--- src/brbo_pkg.sv ---
// ----------------------------------------------------------------------------
// brbo_pkg
// Shared types and constants of the byte ring buffer with overwrite.
// ----------------------------------------------------------------------------
package brbo_pkg;

    // default number of slots
    localparam int DEPTH_DEFAULT = 16;

    // configuration port
    localparam int CFG_IDX_W = 1;
    localparam int CFG_DATA_W = 5;
    localparam int CFG_LEN_W = 5;

    localparam logic [CFG_IDX_W-1:0] CFG_OVERWRITE_PROTECT = 1'd0;
    localparam logic [CFG_IDX_W-1:0] CFG_LENGTH_IN_USE = 1'd1;

    localparam logic PROTECT_RESET = 1'b1;
    localparam logic [CFG_LEN_W-1:0] LENGTH_RESET = 5'd16;

    // request codes
    localparam logic OP_WRITE = 1'b0;
    localparam logic OP_READ = 1'b1;

    // result status codes
    localparam logic [1:0] ST_DONE = 2'd0;
    localparam logic [1:0] ST_WRITE_REJECTED = 2'd1;
    localparam logic [1:0] ST_READ_EMPTY = 2'd2;

    typedef struct packed {
        logic       opcode;
        logic [7:0] write_byte;
    } t_in_item;

    typedef struct packed {
        logic [7:0] read_byte;
        logic [1:0] status;
        logic       is_full;
        logic       is_empty;
        logic       error_sticky;
    } t_out_item;

    // controller to datapath
    typedef struct packed {
        logic do_write;
        logic do_read_empty;
        logic do_read_finish;
    } t_cmd;

    // datapath to controller
    typedef struct packed {
        logic empty;
        logic out_busy;
    } t_status;

endpackage

--- src/brbo_ctrl.sv ---
// ----------------------------------------------------------------------------
// brbo_ctrl
// Controller: takes requests, sequences the read of a stored byte through S_READ.
// ----------------------------------------------------------------------------
module brbo_ctrl
    import brbo_pkg::*;
(
    input  logic    i_clk,
    input  logic    i_rst_n,
    input  logic    i_in_valid,
    input  logic    i_opcode,
    input  t_status i_sts,
    output logic    o_in_stall,
    output t_cmd    o_cmd
);

    localparam logic S_IDLE = 1'b0;
    localparam logic S_READ = 1'b1;

    logic r_state;
    logic n_state;
    logic accept;

    assign accept = (r_state == S_IDLE) && i_in_valid && !i_sts.out_busy;
    assign o_in_stall = (r_state != S_IDLE) || i_sts.out_busy;

    always_comb begin
        o_cmd = '0;
        n_state = r_state;
        case (r_state)
            S_IDLE: begin
                if (accept) begin
                    if (i_opcode == OP_WRITE) begin
                        o_cmd.do_write = 1'b1;
                    end else if (i_sts.empty) begin
                        o_cmd.do_read_empty = 1'b1;
                    end else begin
                        // memory read data arrives next cycle
                        n_state = S_READ;
                    end
                end
            end
            S_READ: begin
                o_cmd.do_read_finish = 1'b1;
                n_state = S_IDLE;
            end
            default: begin
                n_state = S_IDLE;
            end
        endcase
    end

    always_ff @(posedge i_clk) begin
        if (!i_rst_n) begin
            r_state <= S_IDLE;
        end else begin
            r_state <= n_state;
        end
    end

endmodule

--- src/brbo_dp.sv ---
// ----------------------------------------------------------------------------
// brbo_dp
// Datapath: slot memory, ring indices, flags, config and result register.
// ----------------------------------------------------------------------------
module brbo_dp
    import brbo_pkg::*;
#(
    parameter int DEPTH = DEPTH_DEFAULT
) (
    input  logic                  i_clk,
    input  logic                  i_rst_n,
    input  logic                  i_cfg_we,
    input  logic [CFG_IDX_W-1:0]  i_cfg_index,
    input  logic [CFG_DATA_W-1:0] i_cfg_data,
    input  logic [7:0]            i_write_byte,
    input  t_cmd                  i_cmd,
    input  logic                  i_out_stall,
    output t_status               o_sts,
    output logic                  o_out_valid,
    output t_out_item             o_out_data
);

    localparam int IW = (DEPTH > 1) ? $clog2(DEPTH) : 1;
    localparam int DW = $clog2(DEPTH + 1);
    localparam int EW = (CFG_LEN_W > DW) ? CFG_LEN_W : DW;
    localparam logic [EW-1:0] DEPTH_E = EW'(DEPTH);

    logic [7:0]           r_mem [DEPTH];
    logic [7:0]           r_mem_q;
    logic [IW-1:0]        r_rd_idx, n_rd_idx;
    logic [IW-1:0]        r_wr_idx, n_wr_idx;
    logic                 r_full, n_full;
    logic                 r_ovf, n_ovf;
    logic                 r_protect;
    logic [CFG_LEN_W-1:0] r_len;
    logic [EW-1:0]        eff_len;
    logic [IW-1:0]        rd_next, wr_next;
    logic                 mem_we;
    logic                 load_out;
    logic                 r_out_valid;
    t_out_item            r_out, n_out;

    // length in use clamped to 1..DEPTH
    always_comb begin
        if (r_len == '0) begin
            eff_len = EW'(1);
        end else if (EW'(r_len) > DEPTH_E) begin
            eff_len = DEPTH_E;
        end else begin
            eff_len = EW'(r_len);
        end
    end

    function automatic logic [IW-1:0] next_idx(input logic [IW-1:0] idx,
                                               input logic [EW-1:0] len);
        logic [EW:0] n;
        n = {1'b0, EW'(idx)} + (EW+1)'(1);
        if (n >= {1'b0, len}) begin
            return '0;
        end
        return n[IW-1:0];
    endfunction

    assign rd_next = next_idx(r_rd_idx, eff_len);
    assign wr_next = next_idx(r_wr_idx, eff_len);

    assign o_sts.empty = (r_wr_idx == r_rd_idx) && !r_full;
    assign o_sts.out_busy = r_out_valid && i_out_stall;

    always_comb begin
        n_rd_idx = r_rd_idx;
        n_wr_idx = r_wr_idx;
        n_full = r_full;
        n_ovf = r_ovf;
        mem_we = 1'b0;
        load_out = 1'b0;
        n_out = '0;
        n_out.status = ST_DONE;
        if (i_cmd.do_write) begin
            load_out = 1'b1;
            if (r_protect && r_full) begin
                n_ovf = 1'b1;
                n_out.status = ST_WRITE_REJECTED;
            end else begin
                mem_we = 1'b1;
                // overwrite drops the oldest byte
                if (r_full) begin
                    n_rd_idx = rd_next;
                end
                n_wr_idx = wr_next;
                n_full = (wr_next == n_rd_idx);
            end
        end else if (i_cmd.do_read_empty) begin
            load_out = 1'b1;
            n_out.status = ST_READ_EMPTY;
        end else if (i_cmd.do_read_finish) begin
            load_out = 1'b1;
            n_out.read_byte = r_mem_q;
            n_full = 1'b0;
            n_ovf = 1'b0;
            n_rd_idx = rd_next;
        end
        n_out.is_full = n_full;
        n_out.is_empty = (n_wr_idx == n_rd_idx) && !n_full;
        n_out.error_sticky = n_ovf;
    end

    always_ff @(posedge i_clk) begin
        if (mem_we) begin
            r_mem[r_wr_idx] <= i_write_byte;
        end
        r_mem_q <= r_mem[r_rd_idx];
    end

    always_ff @(posedge i_clk) begin
        if (!i_rst_n) begin
            r_rd_idx <= '0;
            r_wr_idx <= '0;
            r_full <= 1'b0;
            r_ovf <= 1'b0;
            r_protect <= PROTECT_RESET;
            r_len <= LENGTH_RESET;
            r_out_valid <= 1'b0;
        end else begin
            r_rd_idx <= n_rd_idx;
            r_wr_idx <= n_wr_idx;
            r_full <= n_full;
            r_ovf <= n_ovf;
            if (i_cfg_we) begin
                case (i_cfg_index)
                    CFG_OVERWRITE_PROTECT: r_protect <= i_cfg_data[0];
                    CFG_LENGTH_IN_USE: r_len <= i_cfg_data[CFG_LEN_W-1:0];
                    default: ;
                endcase
            end
            if (load_out) begin
                r_out_valid <= 1'b1;
            end else if (!i_out_stall) begin
                r_out_valid <= 1'b0;
            end
        end
    end

    always_ff @(posedge i_clk) begin
        if (load_out) begin
            r_out <= n_out;
        end
    end

    assign o_out_valid = r_out_valid;
    assign o_out_data = r_out;

endmodule

--- src/byte_ring_buffer_overwrite.sv ---
// ----------------------------------------------------------------------------
// byte_ring_buffer_overwrite
// Byte ring buffer with write rejection or overwrite when full.
//
//   channel  direction  signals
//   in       input      i_in_valid, o_in_stall, i_in_data (t_in_item)
//   out      output     o_out_valid, i_out_stall, o_out_data (t_out_item)
//   cfg      input      i_cfg_we, i_cfg_index, i_cfg_data
//
// A write or a read of an empty buffer loads the output register directly;
// a read of a stored byte first passes the registered slot memory read port.
// Each item's result sits in an output register; a new item is taken while
// the controller is idle and that register is free or emptied in that cycle.
// Synchronous active-low reset returns indices, flags, config and the
// output valid to their reset values; the slot memory is not cleared.
// ----------------------------------------------------------------------------
module byte_ring_buffer_overwrite
    import brbo_pkg::*;
#(
    parameter int DEPTH = DEPTH_DEFAULT
) (
    input  logic                  i_clk,
    input  logic                  i_rst_n,
    input  logic                  i_cfg_we,
    input  logic [CFG_IDX_W-1:0]  i_cfg_index,
    input  logic [CFG_DATA_W-1:0] i_cfg_data,
    input  logic                  i_in_valid,
    output logic                  o_in_stall,
    input  t_in_item              i_in_data,
    output logic                  o_out_valid,
    input  logic                  i_out_stall,
    output t_out_item             o_out_data
);

    t_cmd    cmd;
    t_status sts;

    brbo_ctrl u_ctrl (
        .i_clk      (i_clk),
        .i_rst_n    (i_rst_n),
        .i_in_valid (i_in_valid),
        .i_opcode   (i_in_data.opcode),
        .i_sts      (sts),
        .o_in_stall (o_in_stall),
        .o_cmd      (cmd)
    );

    brbo_dp #(
        .DEPTH (DEPTH)
    ) u_dp (
        .i_clk        (i_clk),
        .i_rst_n      (i_rst_n),
        .i_cfg_we     (i_cfg_we),
        .i_cfg_index  (i_cfg_index),
        .i_cfg_data   (i_cfg_data),
        .i_write_byte (i_in_data.write_byte),
        .i_cmd        (cmd),
        .i_out_stall  (i_out_stall),
        .o_sts        (sts),
        .o_out_valid  (o_out_valid),
        .o_out_data   (o_out_data)
    );

endmodule
--- config.mk ---
export PLATFORM = sky130hd
export DESIGN_NAME = byte_ring_buffer_overwrite
export DESIGN_NICKNAME = d
export VERILOG_FILES = /design/src/brbo_pkg.sv /design/src/brbo_ctrl.sv /design/src/brbo_dp.sv /design/src/byte_ring_buffer_overwrite.sv
export SDC_FILE = /design/constraint.sdc
export NUM_CORES = 1
export LEC_CHECK = 0
export BUFFER_PORTS_ARGS = -buffer_cell sky130_fd_sc_hd__buf_2
export CAP_MARGIN = 20
export CORE_UTILIZATION = 55
export CTS_BUF_LIST = sky130_fd_sc_hd__clkbuf_4
export DETAILED_ROUTE_END_ITERATION = 6
export GPL_TIMING_DRIVEN = 0
export PLACE_DENSITY_LB_ADDON = 0.3
export SETUP_SLACK_MARGIN = 0.2
export SLEW_MARGIN = 10
export SYNTH_ARGS = -nofsm -noshare
export SYNTH_HDL_FRONTEND = slang
export SYNTH_SLANG_ARGS = --single-unit
--- constraint.sdc ---
create_clock -name i_clk -period 3.7 [get_ports i_clk]
set_input_delay 0.925 -clock i_clk [delete_from_list [all_inputs] [get_ports i_clk]]
set_output_delay 0.925 -clock i_clk [all_outputs]
set_load 0.03 [all_outputs]
Yosys cells after proc, flatten, opt, wreduce, memory -nomap -nowiden --
Memories as Yosys holds them, arrays and structs flattened. A register that Yosys moved wholly into a read port is not among the register bits. Index checks and enable logic that the tools add are counted.
Storage, ports and cells: word-level logic and storage cells 87, memories kept 1, register bits 31, output and inout bits 15, memory bits (writable) 128, bits of input ports 20
Cells by class: bitwise gates (word level) 3, equality and inequality tests 4, magnitude comparators 3, $add $sub $neg 2, muxes and demuxes 47, reduce and logical (&&, ||, !) cells 14
Memories:
- u_dp.r_mem | depth 16, width 8, read ports 1, clocked after memory_dff 1, wr ports 1, line brbo_dp.sv:28 | logic [7:0] r_mem [DEPTH];
Operators by type and width (count):
- $mux W4 | 13
- $mux W1 | 27
- $eq A4 B4 Y1 | 3
- $ge A6 B5 Y1 | 2
- $add A4 B1 Y5 const B | 2
- $mux W5 | 2
- $mux W2 | 4
- $logic_and A1 B1 Y1 | 6
- $gt A5 B5 Y1 const B | 1
- $logic_not A5 Y1 | 1
- $reduce_and A2 Y1 | 2
- $logic_not A1 Y1 | 3
- $not A1 Y1 | 3
- $reduce_or A3 Y1 | 1
- $ne A2 B1 Y1 const B | 1
- $pmux W1 S2 | 1
- $logic_or A1 B1 Y1 | 1

Depth between registers and ports, before layout --
depth after elaboration 14, depth in mapped cells 12, gate-level depth less buffers 11

Cells and area by module --
Synthesis repeated with hierarchy kept, for this count alone.
Second synthesis, totals: cells, all modules 446, area total of the unflattened synthesis 7190.6 sq um
Modules (own cells, without submodules):
- brbo_dp | sequential area each 4734.5 sq um, cells each 439, times used 1, area each 7121.8 sq um
- brbo_ctrl | sequential area each 20.0 sq um, cells each 7, times used 1, area each 68.8 sq um

Worst setup path after synthesis --
No wires, ideal clock.
path type register to register, from reg u_dp.r_rd_idx[2], to reg u_dp.r_out, in the netlist u_dp.o_out_data[1], data pin, buffers on the path 3, path slack 679 ps, period minus slack after synthesis 3021 ps, arrival time 2766 ps, required time 3445 ps, library setup time 255 ps, cell stages (with the launch flop) 12, path through dfxtp_1 -> buf_2 -> buf_1 -> and3_1 -> ha_1 -> or2_2 -> buf_2 -> a211oi_2 -> a21o_2 -> a221oi_1 -> a311o_1 -> and3_1
RTL lines:
- from (decl) | line brbo_dp.sv:30 | logic [IW-1:0] r_rd_idx, n_rd_idx;
- from (signal assigned) | line brbo_dp.sv:125 | r_rd_idx <= n_rd_idx;
- to (signal assigned) | line brbo_dp.sv:146 | r_out <= n_out;
- to (decl) | line brbo_dp.sv:41 | t_out_item r_out, n_out;

==> metrics <==
Place WS=0.241 ns; io pins=35; first-pass GRT wire length=20300 um; Seq. cell area=4750 sq um; EDFF count, synth=141; Hold Worst Slack=0.499 ns; leakage=2.68 nW; Routed WL per cell=19.7 um; fin worst setup slack=0.425 ns; H-tree depth=4; Die H=115 um; WS Path Type=reg2reg; CP Launch Type=flop; Tmin final=3.28 ns; Layout area overhead=10.1%; mean post-synth cell area=16.6 sq um; Site Rows=40; post-synthesis cell count=421; Slew HR=37.6%; Syn Nets=456; WL final=13000 um; initial core utilization=57.3%; Clock power frac=29.7%; Int Power=2.53 mW; via density per instance=5.87; CTS Buf Count=17; Post-DP HPWL=9280 um; commonest non-fill, non-tap cells in the layout=edfxtp_1, buf_2, mux4_2, nor2_1, dfxtp_1; Post-synth ARST share=0%; sw power=0.792 mW; Tcrit/Tclk final=88.5%; Sw Share=23.8%; total track usage=21.9%; most common flop cell mapped by yosys=edfxtp_1; TritonCTS clock tree=done; postcts setup bufs=0; Remaining DRCs=0; GRT overflow=0; status=complete, no violations; Seq/Total Area, Yosys=68.0%; Worst-Skew Late Latency=0.57 ns; clock root buffer=clkbuf_4; core area=12200 sq um; final hold violations=0; Pwr per Cell Area=431 nW/um^2; CP Capture Type=flop; filler cell count=899; fmax=305 MHz; RD Place Congestion=0.851; Final TNS setup=0 ns; largest net degree at the start of global routing=17; Post-Syn Area=7000 sq um; clk_skew=0.0260 ns; Pwr Total=3.32 mW; Final Slew Violations=0; max-cap violations=0; IO buf count=34; most common cell after layout, fill and taps aside=edfxtp_1; final net count=513; Critical Path AT=3.62 ns; clk slew on worst S/H paths=0.14 ns; initial antenna violation count=0; Sequential Power Share=62.9%; number of library cell types mapped by synthesis=50; DIE WIDTH=115 um; area of the multi-input gates=2140 sq um; # setup viols final=0; ANT nets after route=0; CP max FO=9; Least-Margin Pin Slew=0.932 ns; Max rail drop VDD=293 uV; Comb pwr share=7.4%; Hold Path Class=reg2reg; Longest Clk Path Bufs=2; vias in the first global route=3715; Die ar.=13200 sq um; RSZ-0062 raised after global routing=no; CTS Sinks=167; post-route insts no fill=659; layout cell share with drive strength beyond 1=27.9%; Initial DRC Count=384; DR vias=3867; n_diodes=0; Yosys reg bits=167; Synth Warn #=0; Pre-Repair DR Iteration Count=5; CP required=4.04 ns; dpl cells=627
Yosys cell counts (2+ instances only):
library cell	instances	share of area, %
edfxtp_1	141	61
mux4_2	40	13
nor2_1	29	1.6
dfxtp_1	26	7.4
nand2_1	22	1.2
a21oi_1	17	1.2
ha_1	15	2.7
inv_1	14	0.75
and2_1	12	1.1
nor3_1	11	0.79
nand3_1	10	0.72
buf_2	8	0.57
clkbuf_1	7	0.38
xor2_1	7	0.88
nand2b_1	5	0.45
xnor2_1	5	0.63
and3_1	4	0.36
nor2b_1	4	0.36
mux2i_1	3	0.43
a211oi_1	2	0.21
a211oi_2	2	0.36
a21o_1	2	0.21
a221oi_1	2	0.25
a31oi_1	2	0.18
buf_1	2	0.11
nor4b_2	2	0.43
o211ai_1	2	0.21
o21ai_0	2	0.14
or2_2	2	0.18
critical path: stages (launching register included):
cell and delay (ns):
dfxtp_1 0.40, buf_2 0.27, nand3_1 0.13, nor2_1 0.18, nand2b_1 0.15, ha_1 0.27
a211oi_4 0.34, o211ai_1 0.14, nor2_1 0.26, nor4b_2 0.26, o21bai_1 0.09, a311o_1 0.38
and3_1 0.18
registers in the layout, summed over array words and instances (netlist names), 4 cells and up:
register / cells
u_dp.r_mem: 128
u_dp.o_out_data: 13
u_dp.r_mem_q: 8
u_dp.r_len: 5
u_dp.r_rd_idx: 4
u_dp.r_wr_idx: 4
per-layer routing:
metal  up-vias  part of all wire [%]  global-route usage [%]
li1       1765                     -                       -
met1      1937                    44                    30.7
met2       147                    47                    33.4
met3        18                   7.2                    5.48
met5         -                     0                       0
met4         0                   1.8                    9.00
stage by stage:
step | utilization, % | instance area, sq um
after floorplan | - | 7000
after global placement | 60.4 | 7380
after detailed placement | 60.8 | 7430
after CTS | 63.0 | 7700
after global routing | 63.1 | 7710
final | 63.1 | 7710
power by group through the flow:
stage / registers, mW / logic [mW] / clock network (mW)
6_report: 2.09 / 0.247 / 0.986
5_1_grt: 2.10 / 0.269 / 1.06
4_1_cts: 2.09 / 0.247 / 1.01
3_5_place_dp: 2.13 / 0.246 / 0
3_3_place_gp: 2.13 / 0.236 / 0
2_1_floorplan: 2.17 / 0.126 / 0
final timing paths:
| kind | from | end | slack [ns] | cells after the start |
|---|---|---|---|---|
| worst min register to register | u_dp.r_len[2] | u_dp.r_len[2] | 0.50 | 2 |
| worst max register to register | u_dp.r_rd_idx[0] | u_dp.o_out_data[1] | 0.42 | 12 |
| worst max-delay path | u_dp.r_rd_idx[0] | u_dp.o_out_data[1] | 0.42 | 12 |
| worst min-delay path | u_dp.r_len[2] | u_dp.r_len[2] | 0.50 | 2 |
kinds of logic after synthesis:
kind of cell             synth area share, %
AO/OA/AOI/OAI                           4.94
XOR/XNOR                                1.50
adder cells (fa/ha/maj)                 2.68
buffers and inverters                   1.91
flip-flops                              68.0
multiplexers                            13.5
AND/OR/NAND/NOR                         7.55
cell type report:
class	instances	share of cell area (%)
Sequential cell	167	61.7
Multi-Input combinational cell	222	27.7
Tap cell	168	2.73
Timing Repair Buffer	38	2.60
Clock buffer	20	1.95
Clock inverter	12	1.56
Buffer	18	1.07
Inverter	14	0.682
repair_timing:
action	4_1_cts	5_1_grt
setup endpoints to repair	0	3
gates resized for setup	0	3
hold buffers	0	0
No activity file was read; power rests on OpenSTA's default activity.
